### config.mk
export PLATFORM = sky130hd
export DESIGN_NAME = emde_ctrl
export DESIGN_NICKNAME = d
export VERILOG_FILES = /design/src/sv/emde_pkg.sv /design/src/sv/emde_ctrl.sv
export SDC_FILE = /design/constraint.sdc
export NUM_CORES = 1
export LEC_CHECK = 0
export BUFFER_PORTS_ARGS = -buffer_cell sky130_fd_sc_hd__buf_2
export CORE_AREA = 2 2 39 41
export DETAILED_ROUTE_END_ITERATION = 7
export DIE_AREA = 0 0 41 43
export GPL_TIMING_DRIVEN = 0
export PLACE_DENSITY = 0.3
export SYNTH_ARGS = -nofsm -noshare
export SYNTH_HDL_FRONTEND = slang
export SYNTH_SLANG_ARGS = --single-unit
### constraint.sdc
create_clock -name clk -period 2.3 [get_ports clk]
set_clock_uncertainty 0.2 [all_clocks]
set_input_delay 0.115 -clock clk [delete_from_list [all_inputs] [get_ports clk]]
set_output_delay 0.115 -clock clk [all_outputs]
set_load 0.01 [all_outputs]
### src/sv/emde_pkg.sv
`timescale 1ns / 1ps
// ----------------------------------------------------------------------------
// emde_pkg: shared types and constants
// Record layout, action and result codes, and the controller command bundle.
// ----------------------------------------------------------------------------
package emde_pkg;

  localparam int MAX_ENTITIES = 256;
  localparam int SLOT_W       = $clog2(MAX_ENTITIES);
  localparam int POS_W        = 41;
  localparam int ANG_W        = 8;
  localparam int TICK_W       = 32;
  localparam int DELTA_W      = 16;
  localparam int DIFF_W       = POS_W + 1;
  localparam int IVL_W        = 16;

  localparam logic [IVL_W-1:0] RESYNC_RESET = IVL_W'(60);

  typedef enum logic [1:0] {
    ACT_ENCODE  = 2'd0,
    ACT_JOIN    = 2'd1,
    ACT_RESPAWN = 2'd2,
    ACT_NONE    = 2'd3
  } action_t;

  typedef enum logic [2:0] {
    KIND_NONE     = 3'd0,
    KIND_SYNC     = 3'd1,
    KIND_MOVE_ROT = 3'd2,
    KIND_MOVE     = 3'd3,
    KIND_ROT      = 3'd4
  } kind_t;

  typedef struct packed {
    logic signed [POS_W-1:0] x;
    logic signed [POS_W-1:0] y;
    logic signed [POS_W-1:0] z;
    logic [ANG_W-1:0]        yaw;
    logic [ANG_W-1:0]        pitch;
    logic [TICK_W-1:0]       sync_tick;
  } entity_rec_t;

  typedef struct packed {
    logic capture;  // latch item, read record
    logic calc;     // register differences
    logic commit;   // write record, register result
  } dp_cmd_t;

endpackage

### src/sv/emde_ctrl.sv
`timescale 1ns / 1ps
// ----------------------------------------------------------------------------
// emde_ctrl: sequencing controller
// Steps one item through capture, difference and commit, and strobes done.
// ----------------------------------------------------------------------------
module emde_ctrl (
  input  logic             clk,
  input  logic             rst,
  input  logic             start,
  output logic             busy,
  output logic             done,
  output emde_pkg::dp_cmd_t cmd
);
  import emde_pkg::*;

  typedef enum logic [1:0] {
    ST_IDLE,
    ST_CALC,
    ST_DECIDE
  } state_t;

  state_t state;

  always_ff @(posedge clk) begin
    if (rst) begin
      state <= ST_IDLE;
      done  <= 1'b0;
    end else begin
      done <= 1'b0;
      case (state)
        ST_IDLE: begin
          if (start) begin
            state <= ST_CALC;
          end
        end
        ST_CALC: begin
          state <= ST_DECIDE;
        end
        ST_DECIDE: begin
          state <= ST_IDLE;
          done  <= 1'b1;
        end
        default: begin
          state <= ST_IDLE;
        end
      endcase
    end
  end

  assign busy        = (state != ST_IDLE);
  assign cmd.capture = (state == ST_IDLE) && start;
  assign cmd.calc    = (state == ST_CALC);
  assign cmd.commit  = (state == ST_DECIDE);

endmodule

# ---- Word-level counts from Yosys, hierarchy flattened
# Index checks and enable logic that the tools add are counted.
dict set report word_totals {
  register_bits 3
  latch_bits 0
  ramBits 0
  rom_bits 0
  input_bits 3
  out_inout_bits 5
  n_memories 0
}
dict set report op_classes {
  add_sub_neg 0
  mul 0
  n_div 0
  order_cmp 0
  n_eq_ne 3
  shift 0
  n_mux 3
  bitwise_logic 0
  n_reduce_logical 3
}
# cell n
set op_table {}
lappend op_table {{$pmux 2 s2} 1}
lappend op_table {{$eq 2x1->1 const B} 1}
lappend op_table {{$eq 2x2->1 const B} 1}
lappend op_table {{$logic_not 2->1} 1}
lappend op_table {{$mux 2} 1}
lappend op_table {{$ne 2x2->1 const B} 1}
lappend op_table {{$reduce_bool 2->1} 1}
lappend op_table {{$logic_and 1x1->1} 1}
lappend op_table {{$mux 1} 1}

# ---- Depth between registers and ports, before layout
dict set report depth {
  word_depth 2
  depth_mapped 1
  mapped_depth_nobuf 1
}

# ---- Least setup slack after synthesis
# OpenSTA, ideal clock, no wires.
dict set report synth_timing {
  path_kind {flip-flop to output port}
  startpoint {register state[0]}
  endpoint {output port cmd[2] (netlist bit)}
  arrival_ns 0.672
  t_required_ns 1.985
  setup_slack_ns 1.313
  stages_incl_launch_ff 2
  n_path_buf 0
  path_cell_list {dfxtp_1 nor3b_1}
}
# element line_no
set synth_lines {}
lappend synth_lines {{from (decl)} emde_ctrl.sv:22} ;# state_t state;
lappend synth_lines {{from (signal assigned)} emde_ctrl.sv:26} ;# state <= ST_IDLE;
lappend synth_lines {{from (signal assigned)} emde_ctrl.sv:33} ;# state <= ST_CALC;
lappend synth_lines {{from (signal assigned)} emde_ctrl.sv:37} ;# state <= ST_DECIDE;
lappend synth_lines {{to (decl)} emde_ctrl.sv:12} ;# output emde_pkg::dp_cmd_t cmd

==> metrics.md <==
| Metric | Value |
|---|---|
| Outcome | finished clean |
| Crit path required time | 1.99 ns |
| Clock Tree Root | clkbuf_4 |
| Layout cells sized above 1 | 0.609 |
| Max Clk Rate | 735 MHz |
| Synthesized instance count | 10 |
| Fin crit period | 1.36 ns |
| Clk_lat worst skew | 0.23 ns |
| Post-synth EDFFs | 0 |
| Post-Syn Nets | 13 |
| Commonest cells post-synth | dfxtp_1, nor3b_1, and2b_2 |
| Nets | 27 |
| Crit path launch | start |
| Postcts setup bufs | 0 |
| R2R cell count | 1 |
| RSZ-0062 raised after global routing | false |
| Setup violators final | 0 |
| Core area | 0.00138 mm2 |
| Min-delay src | state[1]$_SDFFE_PP0P_ |
| Yosys warns | 0 |
| DRC Markers | 0 |
| Total negative setup slack | 0 ns |
| Pwr/cell area | 748 mW/mm2 |
| Post-CTS Resized | 0 |
| Placed cell count | 33 |
| Final period util | 0.591 |
| Vias in the first global route | 85 |
| Final GP Congestion | 0.453 |
| Mapped Area | 121 um2 |
| Starting Density | 0.0877 |
| Worst hold path class | reg2reg |
| Tightest Pin Transition | 0.202 ns |
| Antenna diodes | 0 |
| Worst EP arrival | 1.05 ns |
| Grt ovf | 0 |
| Total Routed Length | 244 um |
| Max-slew violations | 0 |
| Die extent in y | 43 um |
| Fillers | 153 |
| Final ANT Viol Nets | 0 |
| Critical Path Source Type | input port |
| Synth top area cells | dfxtp_1, nor3b_1, and2b_2 |
| Initial DRT Pass Iterations | 2 |
| Critical path cell sequence | dlygate4sd3_1 -> buf_2 -> nor3b_1 -> buf_2 |
| Max-slew headroom | 0.865 |
| Hold Vio Cnt, Final | 0 |
| Post-synth top area share | 0.495 |
| Setup CP Type | in2out |
| Area of the multi-input gates | 61.3 um2 |
| Worst vdd ir | 0.131 mV |
| P&R area growth vs syn | 83.5% |
| Initial DRC count | 4 |
| Largest net degree at the start of global routing | 8 |
| CTS hold repair buffers | 2 |
| Clock Pin Slew Worst Setup and Hold Paths | 0.04 ns |
| Critical path's slowest cell | dlygate4sd3_1 |
| Worst r2r src | state[0]$_SDFFE_PP0P_ |
| CTS max path bufs | 2 |
| Antenna violations before repair | 0 |
| Final cell count without fillers | 39 |
| Pleak | 0.105 nW |
| Total track usage | 0.0391 |
| Hold depth | 1 |
| DIE AREA | 0.00176 mm2 |
| Site row count | 14 |
| Crit path top cell by count | buf_2 |
| Wire per inst | 6.26 um |
| Sequential share of the synthesized area | 0.495 |
| DIE WIDTH | 41 um |
| Avg Cell Area, Syn | 12.1 um2 |
| Synth async-reset ratio | 0 |
| Port buffer count | 7 |
| Inserted Clock Buffers | 3 |
| First-pass GRT wire length | 324 um |
| Worst setup EP type | primary output |
| CTS tree | done |
| Crit path largest cell delay | 0.52 ns |
| Register area | 60.1 um2 |
| Yosys cell types | 5 |
| Hpwl dp | 181 um |
| Clock sinks | 3 |
| Via/cell ratio | 3.05 |
| Max H-tree Level | 1 |
| Vias | 119 |
| CP Max Fanout | 2 |
| Max Cap Viol | 0 |
| Top Ports | 8 |
| Yosys reg bits | 3 |
| Top_reg_cell synth | dfxtp_1 |
| Synth area leader | dfxtp_1 |
critical path: cells and delay by family:
| family | cells | cell delay [ns] |
|---|---|---|
| buffers and inverters | 3 | 0.78 |
| AND/OR/NAND/NOR | 1 | 0.15 |
stage by stage:
| stage | total power [mW] | util | setup slack [ns] | instance area [um2] | hold slack [ns] |
|---|---|---|---|---|---|
| after floorplan | 0.0670 | - | 1.31 | 121 | -0.0115 |
| after global placement | 0.0748 | 0.127 | 1.21 | 176 | 0.122 |
| after detailed placement | 0.0749 | 0.127 | 1.20 | 176 | 0.127 |
| after CTS | 0.172 | 0.161 | 0.932 | 223 | 0.341 |
| after global routing | 0.182 | 0.161 | 0.891 | 223 | 0.373 |
| final | 0.167 | 0.161 | 0.940 | 223 | 0.340 |
cells in the final DEF, fill, tap and decap left out:
master,netlist,routed
and2b_2,2,2
buf_2,0,7
clkbuf_1,0,1
clkbuf_4,0,3
dfxtp_1,3,3
dlygate4sd3_1,0,2
nor3b_1,3,3
nor4b_2,1,1
or2_2,1,1
flip-flops by register name, summed over array words and instances (netlist names):
register  cells
state         2
done          1
report_power, final:
part / total [mW] / internal, mW / switching (mW)
combinational: 0.0188 / 0.0117 / 0.00710
clock: 0.0902 / 0.0649 / 0.0253
sequential: 0.0575 / 0.0546 / 0.00291
logic make-up after synthesis:
group | count (synthesis) | synth area share
flops | 3 | 0.495
simple gates | 7 | 0.505
path summary, 6_finish.rpt:
path | end | slack, ns
setup / recovery | cmd[2] | 0.94
hold / removal | state[1]$_SDFFE_PP0P_ | 0.34
setup reg to reg | state[0]$_SDFFE_PP0P_ | 1.38
hold reg to reg | state[1]$_SDFFE_PP0P_ | 0.34
metal layers:
layer  track usage  routed length (um)  vias to the layer above
li1              -                   -                       61
met1        0.0160                  90                       50
met2        0.0406                 118                        8
met3        0.0628                  36                        0
met4        0.0600                   0                        0
met5             0                   0                        -
cell type report:
class / instances / area share
clock buffer: 4 / 0.118
multi-input combinational: 7 / 0.275
tap: 16 / 0.0899
timing repair buffer: 9 / 0.247
sequential: 3 / 0.270
Power figures use the tool's default switching activity.
